[config.mk]
export PLATFORM = sky130hd
export DESIGN_NAME = stk_cell
export DESIGN_NICKNAME = d
export VERILOG_FILES = /design/src/sv/sorted_key_table_top_macros.svh /design/src/sv/stk_pkg.sv /design/src/sv/stk_cell.sv
export SDC_FILE = /design/constraint.sdc
export NUM_CORES = 1
export LEC_CHECK = 0
export ABC_AREA = 1
export BUFFER_PORTS_ARGS = -buffer_cell sky130_fd_sc_hd__buf_2
export CELL_PAD_IN_SITES_DETAIL_PLACEMENT = 0
export CELL_PAD_IN_SITES_GLOBAL_PLACEMENT = 2
export CORE_UTILIZATION = 24
export DETAILED_ROUTE_END_ITERATION = 16
export GPL_TIMING_DRIVEN = 1
export PLACE_DENSITY_LB_ADDON = 0.1
export SETUP_SLACK_MARGIN = 0.5
export SLEW_MARGIN = 15
export SYNTH_ARGS = -nofsm -noshare
export SYNTH_HDL_FRONTEND = slang
export SYNTH_SLANG_ARGS = --single-unit
[constraint.sdc]
create_clock -name clk_i -period 8.5 [get_ports clk_i]
set_clock_uncertainty 0.1 [all_clocks]
set_input_delay 0.425 -clock clk_i [delete_from_list [all_inputs] [get_ports clk_i]]
set_output_delay 0.425 -clock clk_i [all_outputs]
set_load 0.005 [all_outputs]
[src/sv/sorted_key_table_top_macros.svh]
// Assertion macros for the sorted key table.
// Used by sorted_key_table_top; expects clk_i and rst_ni in scope.
`ifndef SORTED_KEY_TABLE_TOP_MACROS_SVH
`define SORTED_KEY_TABLE_TOP_MACROS_SVH

// Condition and consequence in the same cycle.
`define STK_ASSERT_SAME(lbl, ante, cons, msg) \
  lbl: assert property (@(posedge clk_i) disable iff (!rst_ni) (ante) |-> (cons)) else $error(msg);

// Consequence in the cycle after the condition.
`define STK_ASSERT_NEXT(lbl, ante, cons, msg) \
  lbl: assert property (@(posedge clk_i) disable iff (!rst_ni) (ante) |=> (cons)) else $error(msg);

`endif

[src/sv/stk_pkg.sv]
// Shared constants and types of the sorted key table.
// No dependencies; used by stk_cell and sorted_key_table_top.
package stk_pkg;

  // Default configuration.
  localparam int unsigned CapacityDef    = 64;
  localparam int unsigned KeyBitsDef     = 32;
  localparam int unsigned PayloadBitsDef = 16;

  // Fixed result field widths.
  localparam int unsigned PosW = 6;
  localparam int unsigned CntW = 7;

  // Action codes.
  localparam logic [1:0] ACT_INSERT = 2'd0;
  localparam logic [1:0] ACT_SEARCH = 2'd1;
  localparam logic [1:0] ACT_REMOVE = 2'd2;

  // Status codes.
  localparam logic [1:0] ST_OK        = 2'd0;
  localparam logic [1:0] ST_FULL      = 2'd1;
  localparam logic [1:0] ST_NOT_FOUND = 2'd2;

  // Update command broadcast to every cell.
  typedef struct packed {
    logic ins_en;
    logic rm_en;
  } stk_cmd_t;

  // Compare flags handed from a cell to its right neighbour.
  typedef struct packed {
    logic vld;
    logic gt;
    logic eq;
  } stk_flags_t;

endpackage

[src/sv/stk_cell.sv]
// One entry of the sorted key table: key and payload registers, compare
// against the current item and shift from either neighbour. Uses stk_pkg.
module stk_cell
  import stk_pkg::*;
#(
  parameter int unsigned KEY_BITS     = KeyBitsDef,
  parameter int unsigned PAYLOAD_BITS = PayloadBitsDef
) (
  input  logic                    clk_i,
  input  stk_cmd_t                cmd_i,
  input  logic                    vld_i,
  input  stk_flags_t              left_i,
  input  logic [KEY_BITS-1:0]     item_key_i,
  input  logic [PAYLOAD_BITS-1:0] item_pay_i,
  input  logic [KEY_BITS-1:0]     left_key_i,
  input  logic [PAYLOAD_BITS-1:0] left_pay_i,
  input  logic [KEY_BITS-1:0]     right_key_i,
  input  logic [PAYLOAD_BITS-1:0] right_pay_i,
  output logic [KEY_BITS-1:0]     key_o,
  output logic [PAYLOAD_BITS-1:0] pay_o,
  output stk_flags_t              flags_o,
  output logic                    first_o,
  output logic                    ins_o,
  output logic [PAYLOAD_BITS-1:0] sel_pay_o
);

  logic [KEY_BITS-1:0]     key_q, key_d;
  logic [PAYLOAD_BITS-1:0] pay_q, pay_d;
  logic                    gt, eq;

  // Compare the stored key with the item key; empty cells never match.
  assign gt = vld_i && (key_q > item_key_i);
  assign eq = vld_i && (key_q == item_key_i);

  // Equal keys are contiguous, so the first match is an equal cell whose
  // left neighbour is not equal.
  assign first_o = eq && !left_i.eq;

  // The insertion point is the first greater cell, or the first empty cell
  // when no stored key is greater.
  assign ins_o = !left_i.gt && (gt || (!vld_i && left_i.vld));

  assign flags_o   = '{vld: vld_i, gt: gt, eq: eq};
  assign sel_pay_o = first_o ? pay_q : '0;
  assign key_o     = key_q;
  assign pay_o     = pay_q;

  // Next contents: shift up on insert, shift down from the match on remove.
  always_comb begin
    key_d = key_q;
    pay_d = pay_q;
    if (cmd_i.ins_en) begin
      if (left_i.gt) begin
        key_d = left_key_i;
        pay_d = left_pay_i;
      end else if (ins_o) begin
        key_d = item_key_i;
        pay_d = item_pay_i;
      end
    end else if (cmd_i.rm_en && (eq || gt)) begin
      key_d = right_key_i;
      pay_d = right_pay_i;
    end
  end

  always_ff @(posedge clk_i) begin
    key_q <= key_d;
    pay_q <= pay_d;
  end

endmodule

Word level (Yosys, flattened, before mapping)
Index checks and enable logic that the tools add are counted.
- div/mod/pow operators: 0
- reductions and logical operators: 13
- bitwise operators: 0
- multipliers: 0
- mux-type cells: 9
- magnitude comparators: 1
- eq/ne operators: 2
- shifts and indexed selects: 0
- add/subtract/negate cells: 0
- operators by type and width (kind ; number):
    $mux 32 ; 4
    $mux 16 ; 5
    $eq 32x32->1 ; 1
    $gt 32x32->1 ; 1
    $logic_and 1x1->1 ; 6
    $logic_not 1->1 ; 3
    $ne 3x1->1 const B ; 1
    $logic_or 1x1->1 ; 2
    $reduce_and 2->1 ; 1
    $reduce_bool 2->1 ; 1
- memory bits (read-only): 0
- logic and storage cells: 27
- register bits after elaboration: 48
- memories: 0
- bits of input ports: 151
- memory bits (writable): 0
- output and inout bits: 69
- bits in latches: 0

Logic depth before layout (Yosys ltp)
Gate-level depths: netlist of run 1.
- depth in word-level cells: 7
- depth in mapped cells: 17
- depth with buffers taken out: 17

Worst setup path before layout of run 1
OpenSTA, ideal clock, no wires.
- path type: input to register
- from: input item_key_i[23]
- to: register key_q[0] (netlist: key_o[0]), enable pin
- slack: 4.122 ns
- stages on the path: 12
- data required time: 7.931 ns
- path buffers: 0
- setup time: 0.470 ns
- data arrival time: 3.808 ns
- cells stage by stage: inv_1 ha_1 nand2_1 nor2_2 nand4_1 nor2_4 nand2_1 nand2_1 nand2_1 nand2_1 nor2_1 a21oi_1
- word-level cells in the longest chain between the ends: 6
- elaborated cells on any way between the ends: 11
- those cells by class: 1 x order compare; 2 x eq/ne; 8 x reduce/logical
- RTL lines (element ; RTL line ; text):
    start: declaration ; stk_cell.sv:13 ; input logic [KEY_BITS-1:0] item_key_i,
    $gt 32x32->1 / $eq 32x32->1 (equally long branches) ; stk_cell.sv:32, stk_cell.sv:33 ;
    $logic_and 1x1->1, on equally long branches ; stk_cell.sv:32, stk_cell.sv:33 ;
    $logic_or 1x1->1, on equally long branches ; stk_cell.sv:41, stk_cell.sv:60 ;
    $logic_and 1x1->1, on equally long branches ; stk_cell.sv:41, stk_cell.sv:60 ;
    $ne 3x1->1 (no source line) / $reduce_bool 2->1 (equally long branches) ; - ;
    $reduce_and 2->1 (no source line) * ; - ;
    end signal: assignment ; stk_cell.sv:67 ; key_q <= key_d;
    end: declaration ; stk_cell.sv:27 ; logic [KEY_BITS-1:0] key_q, key_d;
Mark *: on every way between the ends. The rest lies on a longest branch, timed or not.
A chain may end at the register's enable or synchronous reset.

Worst setup path in the final report of run 1
- from: register key_q[23] (netlist: key_o[23])
- to: register key_q[12] (netlist: key_o[12]), enable pin
- word-level cells in the longest chain between the ends: 6
- elaborated cells on any way between the ends: 11
- those cells by class: 1 x order compare; 2 x eq/ne; 8 x reduce/logical
- RTL lines (element ; RTL line):
    $gt 32x32->1 / $eq 32x32->1 (equally long branches) ; stk_cell.sv:32, stk_cell.sv:33
    $logic_and 1x1->1, on equally long branches ; stk_cell.sv:32, stk_cell.sv:33
    $logic_or 1x1->1, on equally long branches ; stk_cell.sv:41, stk_cell.sv:60
    $logic_and 1x1->1, on equally long branches ; stk_cell.sv:41, stk_cell.sv:60
    $ne 3x1->1 (no source line) / $reduce_bool 2->1 (equally long branches) ; -
    $reduce_and 2->1 (no source line) * ; -
Marked as above.

==> results of run 1 <==
tightest hold or removal path: stages:
cell     delay (ps)
buf_2            70
nand2_1          40
o21ai_0          60
worst max path at each step:
stage                              startpoint                  end  slack (ps)
after detailed placement             cmd_i[1]   key_o[5]$_DFFE_PP_        4880
after floorplan                item_key_i[23]   key_o[0]$_DFFE_PP_        4120
after global placement               cmd_i[1]   key_o[4]$_DFFE_PP_        4900
after CTS                            cmd_i[1]  key_o[20]$_DFFE_PP_        5160
final                     key_o[23]$_DFFE_PP_  key_o[12]$_DFFE_PP_        5330
after global routing                 cmd_i[1]   key_o[8]$_DFFE_PP_        5000
cell usage in the layout, fill, tap and decap left out, drive strengths merged:
cell / Yosys / layout
buf: 7 / 221
o21ai: 98 / 98
nand2: 90 / 90
nor2: 76 / 76
inv: 62 / 62
edfxtp: 48 / 48
ha: 32 / 32
a21oi: 16 / 16
clkbuf: 17 / 5
nand3: 3 / 3
nand4: 2 / 2
clkinv: 0 / 2
nor3: 1 / 1
nor2b: 1 / 1
a21o: 1 / 1
o21a: 1 / 1
cells by family (layout without fill, tap and decap cells):
| group | count (synthesis) | count (layout) | share of synthesized area, % |
|---|---|---|---|
| flops | 48 | 48 | 40.4 |
| buf+inv | 86 | 290 | 9.92 |
| fa+ha+maj | 32 | 32 | 11.2 |
| simple gates | 173 | 173 | 22.1 |
| compound gates | 116 | 116 | 16.4 |
cells in the mapped netlist (2+ instances only):
library cell  number
nor2_1            62
nand2_1           90
buf_4              3
edfxtp_1          48
ha_1              32
nor2_2             2
buf_2              3
a21oi_1           16
clkbuf_1          17
nand4_1            2
inv_1             60
o21ai_0           94
nor2_4            12
o21ai_1            4
inv_2              2
layout make-up:
cell class	count	area share (%)
clock inverters	2	0.152
multi-input cells	321	36.2
inverters	62	4.72
repair buffers	221	22.5
well taps	184	4.67
flip-flops and latches	48	29.2
clock buffers	5	2.54
state kept, by name (all words and copies together) (netlist names):
name and count:
key_o 32, pay_o 16
per-layer routing:
metal	routed length [um]	vias to the layer above	GRT usage, %
li1	-	1892	-
met4	82	0	2.90
met2	5480	146	25.8
met1	5160	1601	19.1
met3	965	6	3.21
met5	0	-	0
power breakdown:
group | leakage (nW) | switching [W] | internal, W
clock | 0.0648 | 0.0000842 | 0.000106
sequential | 0.471 | 0.0000126 | 0.000292
combinational | 2.00 | 0.0000964 | 0.0000748
total | 2.54 | 0.000193 | 0.000472
stage by stage:
stage                     area, um2  hold WS (ps)  setup slack [ps]  cells
after floorplan                3570           516              4120    455
after global placement         4800           603              4900    836
after detailed placement       4800           609              4880    836
after CTS                      4930           314              5160    843
after global routing           4930           319              5000    843
final                          4930           318              5330    843
==> flow_metrics.tcl, run 1 <==
set metrics [dict create \
    status "complete, no violations" \
    ys_seq_area_share_pct 40.4 \
    hold_end "key_o[21]$_DFFE_PP_" \
    critPathSlowestCell "a21oi_4" \
    power_density_nw_per_um2 135 \
    critPathRequiredTime_ps 8350 \
    crit_chain "ha_1, nand2_1, nor2_2, nand4_1, nor2_4, nand2_1, nand2_1, nand2_1, nand2_1, nand2_1, a21oi_4, buf_4" \
    place_hpwl_um 8860 \
    wl_um 11700 \
    syn_inst 455 \
    holdPathStages 3 \
    insertion_delay_ps 280 \
    synth_nets 638 \
    post_cts_buffers 0 \
    async_reset_ff_share_pct 0 \
    synth_top_cell_by_area "edfxtp_1" \
    r2r_end "key_o[12]$_DFFE_PP_" \
    clock-sinks 48 \
    fin_total_pwr_w 0.000666 \
    grt_pass1_wl_um 17600 \
    io_buffers 219 \
    grt_pass1_vias 3539 \
    die_h_um 124 \
    diodes 0 \
    ioPinCount 220 \
    synthFlopType "edfxtp_1" \
    postLayoutCoreUtil_pct 33.9 \
    antenna_found_initial 0 \
    hold_path.class "in -> reg" \
    critPathMaxFanout 26 \
    worstHoldStart "right_key_i[21]" \
    cp.depth 12 \
    cts_htree_levels 2 \
    gp_congestion 0.774 \
    path_class "reg -> reg" \
    critPathTopFamily "simple AND/OR/NAND/NOR gates" \
    synth-edff-count 48 \
    reg2reg_slack_ps 5330 \
    cts_resized 0 \
    path_clk_slew_ps 70 \
    cpMostUsedCell "nand2_1" \
    grt_max_degree 51 \
    seqCellArea_um2 1440 \
    vias 3645 \
    timing.final.crit_share_pct 37.3 \
    grt_overflow 0 \
    crit_path_max_incr_delay_ps 640 \
    regToRegStartpoint "key_o[23]$_DFFE_PP_" \
    synthTopCellsByArea "edfxtp_1, o21ai_0, ha_1" \
    core_area_um2 14500 \
    cts_tree "done" \
    max_cap_viol_count 0 \
    cts_buffers 5 \
    cts_max_path_buffers 2 \
    nets 842 \
    finalSetupTns_ps 0 \
    drt_iter0_drc 163 \
    arrival_ps 3020 \
    p_leak_nw 2.54 \
    cp-end-kind "flop" \
    hold_violations 0 \
    fin_crit_ps 3170 \
    setup_viol 0 \
    grtUsageTotal_pct 14.9 \
    ys_types 23 \
    multi_input_area_um2 1780 \
    drc 0 \
    rsz0062_at_grt "false" \
    max-vdd-ir-drop_v 0.0000684 \
    cp.buffers_inverters 1 \
    synthToLayoutAreaGrowth_pct 38.2 \
    crit_path_start_kind "flop" \
    route.antenna.remaining_nets 0 \
    rr_worst_depth 12 \
    synth-seq-cells 48 \
    fillCellCount 1619 \
    placementRows 44 \
    layout-drive-gt1-share_pct 37.8 \
    initial_core_util_pct 24.6 \
    tightestPinTransition_ps 908 \
    wl_per_cell_um 13.9 \
    cts_hold_buf 0 \
    netlist_area_um2 3570 \
    maxSlewViolCount 0 \
    clock_tree.root_cell "clkbuf_16" \
    dr.pass1.iters 4 \
    vias_per_cell 4.32 \
    ys_warn_count 0 \
    die_w_um 124 \
    syn-mean-instance-area_um2 7.84 \
    clock.fmax_ghz 0.315 \
    slew_headroom_pct 39.4 \
    yosysTopAreaCellShare_pct 40.4 \
    die-area_um2 15400 \
]
No activity file was read; power rests on OpenSTA's default activity.
==> run 2, diff against run 1 <==
--- a/config.mk
+++ b/config.mk
@@ -5,11 +5,11 @@
 export SDC_FILE = /design/constraint.sdc
 export NUM_CORES = 1
 export LEC_CHECK = 0
-export ABC_AREA = 1
+export ABC_AREA = 0
 export BUFFER_PORTS_ARGS = -buffer_cell sky130_fd_sc_hd__buf_2
 export CELL_PAD_IN_SITES_DETAIL_PLACEMENT = 0
 export CELL_PAD_IN_SITES_GLOBAL_PLACEMENT = 2
-export CORE_UTILIZATION = 24
+export CORE_UTILIZATION = 23
 export DETAILED_ROUTE_END_ITERATION = 16
 export GPL_TIMING_DRIVEN = 1
 export PLACE_DENSITY_LB_ADDON = 0.1
==> constraint.sdc (replaced) <==
create_clock -name clk_i -period 3.13 [get_ports clk_i]
set_clock_uncertainty 0.1 [all_clocks]
set_input_delay 0.1565 -clock clk_i [delete_from_list [all_inputs] [get_ports clk_i]]
set_output_delay 0.1565 -clock clk_i [all_outputs]
set_load 0.005 [all_outputs]
==> flow_metrics.tcl, run 2 <==
set metrics [dict create \
    rsz0062_at_grt "true" \
    r2r_end "key_o[16]$_DFFE_PP_" \
    fin_crit_ps 2720 \
    syn_inst 355 \
    cts_tree "done" \
    setup_viol 0 \
    dr.pass1.iters 5 \
    synth_common_cells "a21oi_1, nor2_1, edfxtp_1, mux2i_1, inv_1" \
    synth_fa_ha_area_share_pct 11.6 \
    core_area_um2 14600 \
    synth_nets 538 \
    synth_top_cell_by_area "edfxtp_1" \
    path_class "reg -> reg" \
    async_reset_ff_share_pct 0 \
    max-vdd-ir-drop_v 0.000183 \
    route.antenna.remaining_nets 0 \
    wl_per_cell_um 14.4 \
    yosysTopAreaCellShare_pct 41.8 \
    hold_violations 0 \
    mostFrequentLayoutCell "buf_2" \
    nets 758 \
    clock-sinks 48 \
    slew_headroom_pct 61.7 \
    largest_reg_flops 32 \
    grt_pass1_wl_um 16500 \
    synth-edff-count 48 \
    postPlaceCellArea_um2 4750 \
    regToRegStartpoint "key_o[23]$_DFFE_PP_" \
    synth_top_family_by_area "multiplexers" \
    grtUsageTotal_pct 13.5 \
    cts_htree_levels 2 \
    diodes 0 \
    grt_pass1_vias 3222 \
    postLayoutCoreUtil_pct 35.6 \
    reg2reg_slack_ps 410 \
    wl_um 10900 \
    p_leak_nw 2.58 \
    postLayoutCellArea_um2 5190 \
    netlist_area_um2 3440 \
    clock_tree.root_cell "clkbuf_16" \
    vias_per_cell 4.35 \
    fin_total_pwr_w 0.00187 \
    initial_core_util_pct 23.6 \
    place_hpwl_um 8760 \
    finalSetupTns_ps 0 \
    timing.final.crit_share_pct 86.9 \
    synthToLayoutAreaGrowth_pct 50.7 \
    drt_iter0_drc 91 \
    arrival_ps 2610 \
    synth.most_common_cell "a21oi_1" \
    insertion_delay_ps 280 \
    cp-end-kind "flop" \
    hold_path.class "in -> reg" \
    ioPinCount 220 \
    status "complete, no violations" \
    critPathRequiredTime_ps 3020 \
    placementRows 44 \
    ys_seq_area_share_pct 41.8 \
    synthFlopType "edfxtp_1" \
    startpoint "key_o[23]$_DFFE_PP_" \
    vias 3303 \
    die_w_um 124 \
    maxSlewViolCount 0 \
    synth.area.mux_share_pct 13.9 \
    antenna_found_initial 0 \
    rr_worst_depth 8 \
    synth-seq-cells 48 \
    synth-simple-area-share_pct 13.3 \
    ys_types 32 \
    fillCellCount 1539 \
    io_buffers 219 \
    drc 0 \
    clock.fmax_ghz 0.368 \
    die_h_um 124 \
    synth_xor_area_share_pct 0 \
    critPathCapture "key_o[16]$_DFFE_PP_" \
    synthTopCellsByArea "edfxtp_1, mux2i_1, ha_1" \
    max_cap_viol_count 0 \
    seqCellArea_um2 1440 \
    syn-mean-instance-area_um2 9.70 \
    layout-drive-gt1-share_pct 45.2 \
    layout_common_cells "buf_2, a21oi_1, nor2_1" \
    crit_path_start_kind "flop" \
    multi_input_area_um2 1950 \
    tightestPinTransition_ps 574 \
    cts_max_path_buffers 2 \
    cts_buffers 5 \
    critPathMaxFanout 13 \
    crit_path_max_incr_delay_ps 430 \
    gp_congestion 0.739 \
    die-area_um2 15500 \
    critPathSlowestCell "edfxtp_1" \
    grt_max_degree 57 \
    hold_slack_ps 89.7 \
    power_density_nw_per_um2 360 \
    ys_warn_count 0 \
    grt_overflow 0 \
    synth-compound-area-share_pct 12.5 \
    path_clk_slew_ps 70 \
    crit_chain "ha_4, nand4_1, nor4_4, o31a_1, o211ai_1, a32oi_4, buf_12, clkbuf_16" \
]
-- run 2: cell types whose count changed after synthesis, moves of 3 or more --
cell | previous run | this run
nand2_1 | 90 | 8
inv_1 | 60 | 35
nor2_1 | 62 | 52
and2_1 | 0 | 16
o21ai_0 | 94 | 3
o21ai_1 | 4 | 0
nor2_4 | 12 | 0
o211ai_1 | 0 | 3
clkbuf_1 | 17 | 12
a21oi_1 | 16 | 62
mux2i_1 | 0 | 48
nand4_1 | 2 | 7
-- run 2: logic make-up after synthesis --
| family | count (synthesis) |
|---|---|
| fa+ha+maj | 32 |
| simple gates | 93 |
| mux | 48 |
| compound gates | 78 |
| flops | 48 |
| buf+inv | 56 |
-- run 2: worst min-delay path by stage --
stage | startpoint | endpoint | slack, ps | cells after the start
after detailed placement | right_pay_i[6] | pay_o[6]$_DFFE_PP_ | 380 | 3
after floorplan | right_key_i[0] | key_o[0]$_DFFE_PP_ | 280 | 2
after global placement | right_pay_i[6] | pay_o[6]$_DFFE_PP_ | 370 | 3
after global routing | right_pay_i[15] | pay_o[15]$_DFFE_PP_ | 90 | 3
after CTS | right_pay_i[6] | pay_o[6]$_DFFE_PP_ | 90 | 3
final | right_pay_i[15] | pay_o[15]$_DFFE_PP_ | 90 | 3
-- run 2: final cells by class --
cell class,instances,share of cell area [%]
Inverter,35,2.53
Multi-Input combinational cell,251,37.6
Sequential cell,48,27.8
Timing Repair Buffer,234,25.1
Clock buffer,6,2.48
Tap cell,184,4.44
Clock inverter,1,0.0964
-- run 2: worst max-delay path: cells and delay by family (launching register included) --
family | cells | cell delay [ps]
AO/OA/AOI/OAI | 3 | 690
AND/OR/NAND/NOR | 2 | 570
adder cells (fa/ha/maj) | 1 | 300
buffers and inverters | 2 | 330
flip-flops | 1 | 430
-- run 2: timing repair --
action	CTS	global route
setup endpoints to repair	67	66
pin swaps	6	13
buffers inserted	3	5
resized for setup	8	14
hold buffers	0	0
gates cloned	0	2
-- run 2: per-stage QoR --
step	setup slack, ps	std cells
floorplan	103	355
global placement	485	742
detailed placement	412	742
CTS	487	752
global route	321	759
finish	409	759
-- run 2: power by group --
| group | switching (W) | internal, W |
|---|---|---|
| Sequential | 0.0000331 | 0.000788 |
| Clock | 0.000225 | 0.000291 |
| Combinational | 0.000263 | 0.000270 |
| Total | 0.000521 | 0.00135 |
-- run 2: layer usage --
metal / up-vias / global-route usage [%] / part of all wire (%)
met5: - / 0 / 0
met4: 0 / 2.34 / 0.49
met3: 2 / 3.69 / 7.1
met2: 131 / 23.2 / 48
met1: 1461 / 16.8 / 44
li1: 1709 / - / -
==> run 3, diff against run 2 <==
--- a/config.mk
+++ b/config.mk
@@ -9,7 +9,7 @@
 export BUFFER_PORTS_ARGS = -buffer_cell sky130_fd_sc_hd__buf_2
 export CELL_PAD_IN_SITES_DETAIL_PLACEMENT = 0
 export CELL_PAD_IN_SITES_GLOBAL_PLACEMENT = 2
-export CORE_UTILIZATION = 23
+export CORE_UTILIZATION = 21
 export DETAILED_ROUTE_END_ITERATION = 16
 export GPL_TIMING_DRIVEN = 1
 export PLACE_DENSITY_LB_ADDON = 0.1
==> constraint.sdc (replaced) <==
create_clock -name clk_i -period 2.4 [get_ports clk_i]
set_clock_uncertainty 0.1 [all_clocks]
set_input_delay 0.12 -clock clk_i [delete_from_list [all_inputs] [get_ports clk_i]]
set_output_delay 0.12 -clock clk_i [all_outputs]
set_load 0.005 [all_outputs]
==> flow_metrics.tcl, run 3 (synthesized netlist as in run 2, its figures left out) <==
set metrics [dict create \
    critPathTopFamily "buffers and inverters" \
    clock.fmax_ghz 0.370 \
    wl_met1_um 5080 \
    critPathCapture "sel_pay_o[9]" \
    diodes 0 \
    reg2reg_slack_ps -280 \
    vias 3336 \
    power_density_nw_per_um2 461 \
    path_clk_slew_ps 70 \
    initial_core_util_pct 21.6 \
    setup_viol 68 \
    fin_crit_ps 2700 \
    core_area_um2 15900 \
    vias_per_cell 4.09 \
    path_class "reg -> out" \
    postLayoutCellArea_um2 5430 \
    gp_congestion 0.723 \
    startpoint "key_o[14]$_DFFE_PP_" \
    grt_pass1_vias 3273 \
    cp.buffers_inverters 5 \
    regToRegStartpoint "key_o[1]$_DFFE_PP_" \
    largest_reg_flops 32 \
    grtUsageTotal_pct 13.2 \
    hold_violations 0 \
    layout-drive-gt1-share_pct 46.9 \
    ioPinCount 220 \
    layout_common_cells "buf_2, a21oi_1, nor2_1" \
    wl_met2_um 5310 \
    grt_overflow 0 \
    critPathMaxFanout 17 \
    rr_worst_depth 10 \
    place_ws_ps -300 \
    crit_chain "ha_4, nand4_1, buf_4, nor4_2, buf_4, nand2_2, buf_6, nor3_4, buf_12, and2_1, buf_2" \
    p_leak_nw 2.71 \
    wl_um 11300 \
    placementRows 46 \
    r2r_end "key_o[16]$_DFFE_PP_" \
    grt_max_degree 97 \
    max-vdd-ir-drop_v 0.000254 \
    place_hpwl_um 9000 \
    arrival_ps 2480 \
    wl_met3_um 871 \
    violations "negative setup slack" \
    rsz0062_at_grt "true" \
    grt_pass1_wl_um 16800 \
    die_w_um 130 \
    drt_iter0_drc 79 \
    postPlaceCellArea_um2 5040 \
    cts_tree "done" \
    max_cap_viol_count 0 \
    critPathRequiredTime_ps 2180 \
    cpMostUsedCell "buf_4" \
    insertion_delay_ps 280 \
    cp.depth 11 \
    timing.final.crit_share_pct 112 \
    clock-sinks 48 \
    worst_slack_ps -300 \
    hold_slack_ps 54.0 \
    cts_buffers 5 \
    status "complete, but fails checks" \
    cp-end-kind "output pin" \
    nets 782 \
    die-area_um2 16900 \
    synthToLayoutAreaGrowth_pct 57.7 \
    drc 0 \
    crit_path_max_incr_delay_ps 420 \
    highest_layer "met4" \
    holdPathStages 3 \
    clock_tree.root_cell "clkbuf_16" \
    cts_max_path_buffers 2 \
    slew_headroom_pct 72.9 \
    cts_htree_levels 2 \
    antenna_found_initial 0 \
    hold_path.class "in -> reg" \
    crit_path_start_kind "flop" \
    die_h_um 130 \
    maxSlewViolCount 0 \
    mostFrequentLayoutCell "buf_2" \
    critPathSlowestCell "edfxtp_1" \
    tightestPinTransition_ps 406 \
    dr.pass1.iters 4 \
    wl_per_cell_um 13.9 \
    route.antenna.remaining_nets 0 \
    io_buffers 219 \
]
run 3: cell count changes in the layout (fill, tap and decap cells not counted), sizes merged:
cell | before | now
clkbuf | 8 | 9
buf | 232 | 255
run 3: tightest hold or removal path, stage by stage:
cell	delay, ps
buf_2	70
nor2_1	30
a21oi_1	100
run 3: power breakdown:
part | internal (W) | leakage [nW] | switching, W
combinational | 0.000404 | 2.18 | 0.000349
sequential | 0.00103 | 0.460 | 0.0000437
clock | 0.000380 | 0.0667 | 0.000300
run 3: per-layer routing:
layer | up-vias | global-route usage, %
li1 | 1757 | -
met1 | 1443 | 16.1
met2 | 132 | 22.9
met3 | 4 | 3.36
met4 | 0 | 3.28
met5 | - | 0
run 3: what timing repair did:
item                       CTS  global route
hold buffers                 0             0
setup endpoints to repair   68            68
pin swaps                    1             1
hold endpoints to repair     0             0
cloned                       1             4
buffers inserted             4             3
resized for setup            9             7
run 3: area by class of cell:
type	instances	area [um2]
fillers	1717	10500
multi-input cells	251	1900
repair buffers	258	1560
flip-flops and latches	48	1440
well taps	216	270
inverters	35	131
clock buffers	6	129
clock inverters	1	5.00
run 3: how the worst min path moves through the flow:
stage                               start             endpoint  slack [ps]
after floorplan                     vld_i           flags_o[2]         220
after global placement    right_pay_i[15]  pay_o[15]$_DFFE_PP_         340
after detailed placement   right_key_i[0]   key_o[0]$_DFFE_PP_         350
after CTS                  right_key_i[0]   key_o[0]$_DFFE_PP_          50
after global routing       right_key_i[8]   key_o[8]$_DFFE_PP_          60
final                      right_key_i[8]   key_o[8]$_DFFE_PP_          50
run 3: through the flow:
step,cells,TNS (ps),util (%),total power [W]
after floorplan,355,-30090,-,0.00142
after global placement,796,-15760,31.6,0.00177
after detailed placement,796,-15340,31.6,0.00178
after CTS,808,-20860,33.1,0.00251
after global routing,815,-26520,34.1,0.00267
final,815,-17850,34.1,0.00250
